<file path="config.mk">
export PLATFORM = sky130hd
export DESIGN_NAME = protobuf_wire_field_extractor_top
export DESIGN_NICKNAME = d
export VERILOG_FILES = /design/src/rtl/pbwfe_pkg.sv /design/src/rtl/protobuf_wire_field_extractor_top.sv
export SDC_FILE = /design/constraint.sdc
export NUM_CORES = 1
export LEC_CHECK = 0
export ABC_AREA = 0
export BUFFER_PORTS_ARGS = -buffer_cell sky130_fd_sc_hd__buf_4
export CORE_MARGIN = 2
export CORE_UTILIZATION = 56
export DETAILED_ROUTE_END_ITERATION = 10
export GPL_TIMING_DRIVEN = 0
export PLACE_DENSITY = 0.79
export SLEW_MARGIN = 20
export SYNTH_ARGS = -nofsm -noshare
export SYNTH_HDL_FRONTEND = slang
export SYNTH_SLANG_ARGS = --single-unit
</file>
<file path="constraint.sdc">
create_clock -name clk -period 16.35 [get_ports clk]
set_clock_uncertainty 0.1 [all_clocks]
set_input_delay 4.0875 -clock clk [delete_from_list [all_inputs] [get_ports clk]]
set_output_delay 4.0875 -clock clk [all_outputs]
set_load 0.05 [all_outputs]
</file>
<file path="src/rtl/pbwfe_pkg.sv">
// package for the protobuf wire field extractor
// holds phase codes, the result record type and sizing constants; no dependencies
package pbwfe_pkg;

    localparam int MASK_FIELDS = 32;
    localparam int MASK_IDX_W  = $clog2(MASK_FIELDS);
    localparam int MAX_GROUPS  = 10;
    localparam int GIDX_W      = 4;
    localparam int FIELD_W     = 29;
    localparam int WIRE_W      = 3;
    localparam int VALUE_W     = 64;

    localparam logic [WIRE_W-1:0] WT_VARINT  = 3'd0;
    localparam logic [WIRE_W-1:0] WT_FIXED64 = 3'd1;
    localparam logic [WIRE_W-1:0] WT_LEN     = 3'd2;
    localparam logic [WIRE_W-1:0] WT_FIXED32 = 3'd5;

    typedef enum logic [4:0] {
        PH_TAG    = 5'b00001,
        PH_VALUE  = 5'b00010,
        PH_LEN    = 5'b00100,
        PH_SKIP   = 5'b01000,
        PH_PACKED = 5'b10000
    } phase_t;

    typedef struct packed {
        logic [FIELD_W-1:0] field_number;
        logic [WIRE_W-1:0]  wire_type;
        logic [VALUE_W-1:0] field_value;
        logic               value_valid;
        logic               packed_element;
        logic               message_end;
    } result_t;

endpackage

</file>
<file path="src/rtl/protobuf_wire_field_extractor_top.sv">
// protobuf wire field extractor, single module
// depends on pbwfe_pkg for phase codes, result record and constants
//
// Takes a serialized protobuf message (s_tlast on the final byte) and emits one
// transaction per decoded varint field value and per packed element of a
// length-delimited field whose number is set in the packed field mask; every last
// byte gives a transaction with message_end set, also when no value ends there.
// Throughput is one byte per clock while s_tready is high, and the parse state
// registers (phase, varint accumulator, length counter) update once per accepted
// byte. Each byte is parsed in the cycle it is accepted and its result, if any, is
// registered into the output entry, or into the skid entry while that waits. A
// two-entry output buffer keeps s_tready high while one result waits for m_tready.
module protobuf_wire_field_extractor_top
(
    input  logic         clk,
    input  logic         rst_n,
    input  logic         cfg_wr_en,
    input  logic [31:0]  cfg_wr_data,   // packed_field_mask
    input  logic         s_tvalid,
    output logic         s_tready,
    input  logic [7:0]   s_tdata,       // [7:0] data_byte
    input  logic         s_tlast,       // last_byte
    output logic         m_tvalid,
    input  logic         m_tready,
    output logic [95:0]  m_tdata,       // [28:0] field_number, [31:29] wire_type, [95:32] field_value
    output logic [1:0]   m_tuser,       // [0] value_valid, [1] packed_element
    output logic         m_tlast        // message_end
);

    pbwfe_pkg::phase_t                      phase_reg, phase_next;
    logic [pbwfe_pkg::VALUE_W-1:0]          acc_reg, acc_next;
    logic [pbwfe_pkg::GIDX_W-1:0]           gidx_reg, gidx_next;
    logic [pbwfe_pkg::FIELD_W-1:0]          field_reg, field_next;
    logic [pbwfe_pkg::WIRE_W-1:0]           wire_reg, wire_next;
    logic [63:0]                            remain_reg, remain_next;
    logic                                   stopped_reg, stopped_next;
    logic [pbwfe_pkg::MASK_FIELDS-1:0]      mask_reg;

    pbwfe_pkg::result_t                     out_reg, out_next, skid_reg, res;
    logic                                   out_valid_reg, out_valid_next;
    logic                                   skid_valid_reg, skid_valid_next;

    logic                                   in_fire, out_fire, res_fire, load_out;
    logic                                   have, pk, done, grp_lt, in_mask;
    logic [6:0]                             shamt;
    logic [pbwfe_pkg::VALUE_W-1:0]          acc_grp, val;
    logic [pbwfe_pkg::GIDX_W-1:0]           gidx_grp;
    logic [63:0]                            remain_dec;
    logic [pbwfe_pkg::FIELD_W-1:0]          field_m1;

    assign s_tready = !skid_valid_reg;
    assign in_fire  = s_tvalid && s_tready;
    assign m_tvalid = out_valid_reg;
    assign out_fire = out_valid_reg && m_tready;
    assign m_tdata  = {out_reg.field_value, out_reg.wire_type, out_reg.field_number};
    assign m_tuser  = {out_reg.packed_element, out_reg.value_valid};
    assign m_tlast  = out_reg.message_end;

    // one varint group
    assign grp_lt   = gidx_reg < pbwfe_pkg::GIDX_W'(pbwfe_pkg::MAX_GROUPS);
    assign shamt    = {gidx_reg, 3'b000} - {3'b000, gidx_reg};
    assign acc_grp  = acc_reg | (grp_lt ? ({57'd0, s_tdata[6:0]} << shamt) : '0);
    assign done     = !s_tdata[7];
    assign gidx_grp = (s_tdata[7] && grp_lt) ? gidx_reg + 1'b1 : gidx_reg;

    assign remain_dec = (remain_reg != 64'd0) ? remain_reg - 64'd1 : remain_reg;

    assign field_m1 = field_reg - 1'b1;
    assign in_mask  = (field_reg != '0)
                   && (field_reg <= pbwfe_pkg::FIELD_W'(pbwfe_pkg::MASK_FIELDS))
                   && mask_reg[field_m1[pbwfe_pkg::MASK_IDX_W-1:0]];

    always_comb
    begin
        phase_next   = phase_reg;
        acc_next     = acc_reg;
        gidx_next    = gidx_reg;
        field_next   = field_reg;
        wire_next    = wire_reg;
        remain_next  = remain_reg;
        stopped_next = stopped_reg;
        have         = 1'b0;
        pk           = 1'b0;
        val          = '0;
        if (!stopped_reg)
        begin
            unique case (phase_reg)
                pbwfe_pkg::PH_TAG:
                begin
                    acc_next  = acc_grp;
                    gidx_next = gidx_grp;
                    if (done)
                    begin
                        acc_next  = '0;
                        gidx_next = '0;
                        if (acc_grp == '0)
                        begin
                            stopped_next = 1'b1;
                        end
                        else
                        begin
                            field_next = acc_grp[31:3];
                            wire_next  = acc_grp[2:0];
                            case (acc_grp[2:0])
                                pbwfe_pkg::WT_VARINT:  phase_next = pbwfe_pkg::PH_VALUE;
                                pbwfe_pkg::WT_FIXED64:
                                begin
                                    remain_next = 64'd8;
                                    phase_next  = pbwfe_pkg::PH_SKIP;
                                end
                                pbwfe_pkg::WT_FIXED32:
                                begin
                                    remain_next = 64'd4;
                                    phase_next  = pbwfe_pkg::PH_SKIP;
                                end
                                pbwfe_pkg::WT_LEN:     phase_next = pbwfe_pkg::PH_LEN;
                                default:               phase_next = pbwfe_pkg::PH_TAG;
                            endcase
                        end
                    end
                end
                pbwfe_pkg::PH_VALUE:
                begin
                    acc_next  = acc_grp;
                    gidx_next = gidx_grp;
                    if (done || s_tlast)
                    begin
                        have      = 1'b1;
                        val       = acc_grp;
                        acc_next  = '0;
                        gidx_next = '0;
                        if (done)
                        begin
                            phase_next = pbwfe_pkg::PH_TAG;
                        end
                    end
                end
                pbwfe_pkg::PH_LEN:
                begin
                    acc_next  = acc_grp;
                    gidx_next = gidx_grp;
                    if (done)
                    begin
                        acc_next  = '0;
                        gidx_next = '0;
                        if (acc_grp == '0)
                        begin
                            phase_next = pbwfe_pkg::PH_TAG;
                        end
                        else
                        begin
                            remain_next = acc_grp;
                            phase_next  = in_mask ? pbwfe_pkg::PH_PACKED : pbwfe_pkg::PH_SKIP;
                        end
                    end
                end
                pbwfe_pkg::PH_SKIP:
                begin
                    remain_next = remain_dec;
                    if (remain_dec == 64'd0)
                    begin
                        phase_next = pbwfe_pkg::PH_TAG;
                    end
                end
                pbwfe_pkg::PH_PACKED:
                begin
                    acc_next    = acc_grp;
                    gidx_next   = gidx_grp;
                    remain_next = remain_dec;
                    if (done || remain_dec == 64'd0 || s_tlast)
                    begin
                        have      = 1'b1;
                        pk        = 1'b1;
                        val       = acc_grp;
                        acc_next  = '0;
                        gidx_next = '0;
                    end
                    if (remain_dec == 64'd0)
                    begin
                        phase_next = pbwfe_pkg::PH_TAG;
                    end
                end
                default:
                begin
                    phase_next = pbwfe_pkg::PH_TAG;
                    acc_next   = '0;
                    gidx_next  = '0;
                end
            endcase
        end
        if (s_tlast)
        begin
            phase_next   = pbwfe_pkg::PH_TAG;
            acc_next     = '0;
            gidx_next    = '0;
            field_next   = '0;
            wire_next    = '0;
            remain_next  = '0;
            stopped_next = 1'b0;
        end
    end

    always_comb
    begin
        res.field_number   = have ? field_reg : '0;
        res.wire_type      = have ? wire_reg : '0;
        res.field_value    = val;
        res.value_valid    = have;
        res.packed_element = pk;
        res.message_end    = s_tlast;
    end

    // two-entry output buffer
    assign res_fire = in_fire && (have || s_tlast);
    assign load_out = res_fire && (!out_valid_reg || out_fire);

    always_comb
    begin
        out_next        = out_reg;
        out_valid_next  = out_valid_reg;
        skid_valid_next = skid_valid_reg;
        if (out_fire && skid_valid_reg)
        begin
            out_next        = skid_reg;
            skid_valid_next = 1'b0;
        end
        else if (load_out)
        begin
            out_next       = res;
            out_valid_next = 1'b1;
        end
        else if (out_fire)
        begin
            out_valid_next = 1'b0;
        end
        else if (res_fire)
        begin
            skid_valid_next = 1'b1;
        end
    end

    always_ff @(posedge clk or negedge rst_n)
    begin
        if (!rst_n)
        begin
            phase_reg      <= pbwfe_pkg::PH_TAG;
            acc_reg        <= '0;
            gidx_reg       <= '0;
            field_reg      <= '0;
            wire_reg       <= '0;
            remain_reg     <= '0;
            stopped_reg    <= 1'b0;
            mask_reg       <= '0;
            out_valid_reg  <= 1'b0;
            skid_valid_reg <= 1'b0;
        end
        else
        begin
            if (in_fire)
            begin
                phase_reg   <= phase_next;
                acc_reg     <= acc_next;
                gidx_reg    <= gidx_next;
                field_reg   <= field_next;
                wire_reg    <= wire_next;
                remain_reg  <= remain_next;
                stopped_reg <= stopped_next;
            end
            if (cfg_wr_en)
            begin
                mask_reg <= cfg_wr_data[pbwfe_pkg::MASK_FIELDS-1:0];
            end
            out_valid_reg  <= out_valid_next;
            skid_valid_reg <= skid_valid_next;
        end
    end

    always_ff @(posedge clk)
    begin
        out_reg <= out_next;
        if (res_fire && !load_out)
        begin
            skid_reg <= res;
        end
    end

    a_skid_needs_out: assert property (@(posedge clk) disable iff (!rst_n)
        skid_valid_reg |-> out_valid_reg)
        else $error("skid entry held without output entry");

    a_last_gives_result: assert property (@(posedge clk) disable iff (!rst_n)
        in_fire && s_tlast |=> out_valid_reg)
        else $error("last byte produced no result");

    a_last_resets_parse: assert property (@(posedge clk) disable iff (!rst_n)
        in_fire && s_tlast |=> (phase_reg == pbwfe_pkg::PH_TAG) && !stopped_reg
                               && (gidx_reg == '0))
        else $error("parse state not reset after last byte");

    a_group_saturates: assert property (@(posedge clk) disable iff (!rst_n)
        gidx_reg <= pbwfe_pkg::GIDX_W'(pbwfe_pkg::MAX_GROUPS))
        else $error("group index past saturation");

    a_stopped_holds: assert property (@(posedge clk) disable iff (!rst_n)
        stopped_reg && in_fire && !s_tlast |=> stopped_reg && $stable(phase_reg))
        else $error("stopped parser changed state");

endmodule
</file>
==> impl_metrics.ini <==
[timing]
fin_crit_sh = 0.565
drv_slew = 0
hold_viol_final = 0
worst_hold_slack_ns = 0.394
worst_slew_pin_slew_ns = 1.20
layout_min_cycle_time_ns = 9.24
setup_violations = 0
timing.fmax_ghz = 0.108
fin_setup_tns_ns = 0
slew_headroom = 0.202
rsz0062_at_grt = no

[run]
drv_cap = 0

[power]
total_power_mw = 4.26
leakagePower_nw = 9.30
peakVddDrop_mv = 0.103
p_per_area_nw_per_um2 = 176

[synthesis]
yosysWarnings = 0
postSynthCellCount = 1994
avgSynthCellArea_um2 = 10.4
yosysSeqAreaShare = 0.533
synth_edf_count = 198
synthFlopType = dfrtp_1
syn_nets = 2045
synth-seq-cells = 402
synthArstFlopShare = 0.507
yosys.cell_types.count = 83
syn-cell-area_um2 = 20700

[placed_design]
port-buffer-count = 145
place_area_um2 = 22700
placed_cells = 2631
detailed_place_hpwl_mm = 51.5
routabilityCongestion = 1.07

[critical_path]
critical_path_class = primary input to flip-flop
cp.required_ns = 16.70
crit_arrival_ns = 9.59
cp-end-kind = flip-flop
start_kind = primary input
cp_max_fo = 10

[global_routing]
grt_max_degree = 99
antenna_found_initial = 0
overflow = 0
grt_pass1_vias = 17512
grtUsageTotal = 0.369
grt_first_pass_wirelength_mm = 107

[clock_tree]
clock-sinks = 402
cts_setup_buffers = 0
cts_tree = done
root_buffer = clkbuf_16
htreeDepth = 2
cts_hold_buf = 0
clk_pin_slew_worst_paths_ns = 0.06
numCtsBuffers = 43
clk-insertion-delay-late_ns = 0.59
clk_path_buf_depth = 3
post_cts_resized = 0

[die]
io_pins = 147
die_x_um = 196
start_util = 0.567
fp.dieArea_um2 = 38600
die_h_um = 196
num_rows = 70
coreArea_um2 = 36500

[layout]
finalNonFillerCells = 2714
fin_nets = 2261
largest_register_ffs = 99
mostFrequentLayoutCell = nand2_1
final_area_um2 = 24200
layout_common_cells = 243 x nand2_1, 203 x dfrtp_1, 201 x nor2_1
syn2layout_area_growth_pct = 16.9
drive_gt1_frac = 0.196

[detailed_routing]
viasPerCell = 6.75
drc = 0
wirelength_mm = 71.2
ant_nets = 0
via_count = 18314
drt-initial-drc-count = 2481
detail_route.wl_per_cell_um = 26.2
drt-pass1-iter-count = 7

[run_status]
status = complete, no violations

[hold_path]
hp-class = flip-flop to flip-flop
-- through the flow --
step                setup slack [ns]  utilization
CTS                             7.24        0.663
global placement              -0.244        0.613
finish                          7.11        0.663
floorplan                       3.68            -
detailed placement              6.66        0.621
global route                    7.04        0.663
-- worst max-delay path, cell delays in order --
cell and delay, ns:
buf_4 0.13, mux4_2 0.53, mux2_2 0.35, mux2_2 0.35, a21oi_1 0.90, nand4_1 0.19, or4b_1 0.54, nand4bb_1 0.23
nor4_2 0.95, a211o_1 0.24, buf_2 0.17, buf_2 0.31, buf_2 0.41, o22ai_1 0.17
-- area by class of cell --
cell class / count / area (um2)
multi-input combinational: 1386 / 8840
tap: 468 / 586
fill: 2793 / 12300
clock buffer: 53 / 1160
buffer: 141 / 628
clock inverter: 27 / 379
inverter: 65 / 244
timing repair buffer: 171 / 1340
antenna: 1 / 2.50
sequential: 402 / 11100
-- synthesized netlist by cell type (33+ instances only) --
cell       count  area (um2)
dfrtp_1      203        5080
a21oi_1      153         766
nor4_1        42         263
clkbuf_1      97         364
o31ai_2       73         913
nand2_1      243         912
o2bb2ai_1     34         298
nand4_1       36         225
edfxtp_1     198        5950
nor3_1        41         205
o21ai_0      125         626
nor2_1       201         754
inv_1         64         240
mux2_2        51         574
o31ai_1       33         248
-- power breakdown --
group	internal (mW)	switching, mW	total, mW
Clock	0.637	0.428	1.06
Sequential	1.16	0.0542	1.21
Combinational	0.567	1.42	1.99
Total	2.36	1.90	4.26
-- worst paths after layout --
path,slack [ns],startpoint,depth (start not counted),endpoint
min,0.39,acc_reg[37],2,acc_reg[37]
max in group asynchronous,12.19,rst_n,2,skid_valid_reg
max,7.11,s_tdata[1],14,remain_reg[37]
max reg2reg,7.11,remain_reg[24],23,m_tdata[93]
min reg2reg,0.39,acc_reg[37],2,acc_reg[37]
min in group asynchronous,3.21,rst_n,1,remain_reg[35]
-- metal layers --
metal	part of all wire	wire length, um	up-vias	track usage
li1	-	-	7913	-
met1	0.38	27100	8922	0.494
met2	0.45	32200	1230	0.560
met3	0.12	8310	249	0.0929
met4	0.052	3680	0	0.189
met5	0	0	-	0
-- cells by family (layout without fill, tap and decap cells) --
logic type | count (synthesis) | count (layout) | synth area share
and+or+nand+nor | 704 | 704 | 0.162
AOI/OAI and AO/OA | 572 | 572 | 0.199
DFF | 402 | 402 | 0.533
buffers and inverters | 206 | 457 | 0.0421
muxes | 73 | 73 | 0.0480
xor gates and xnor gates | 32 | 32 | 0.0135
adders and majority gates | 5 | 5 | 0.00302
other | 0 | 1 | 0
Power figures use the tool's default switching activity.
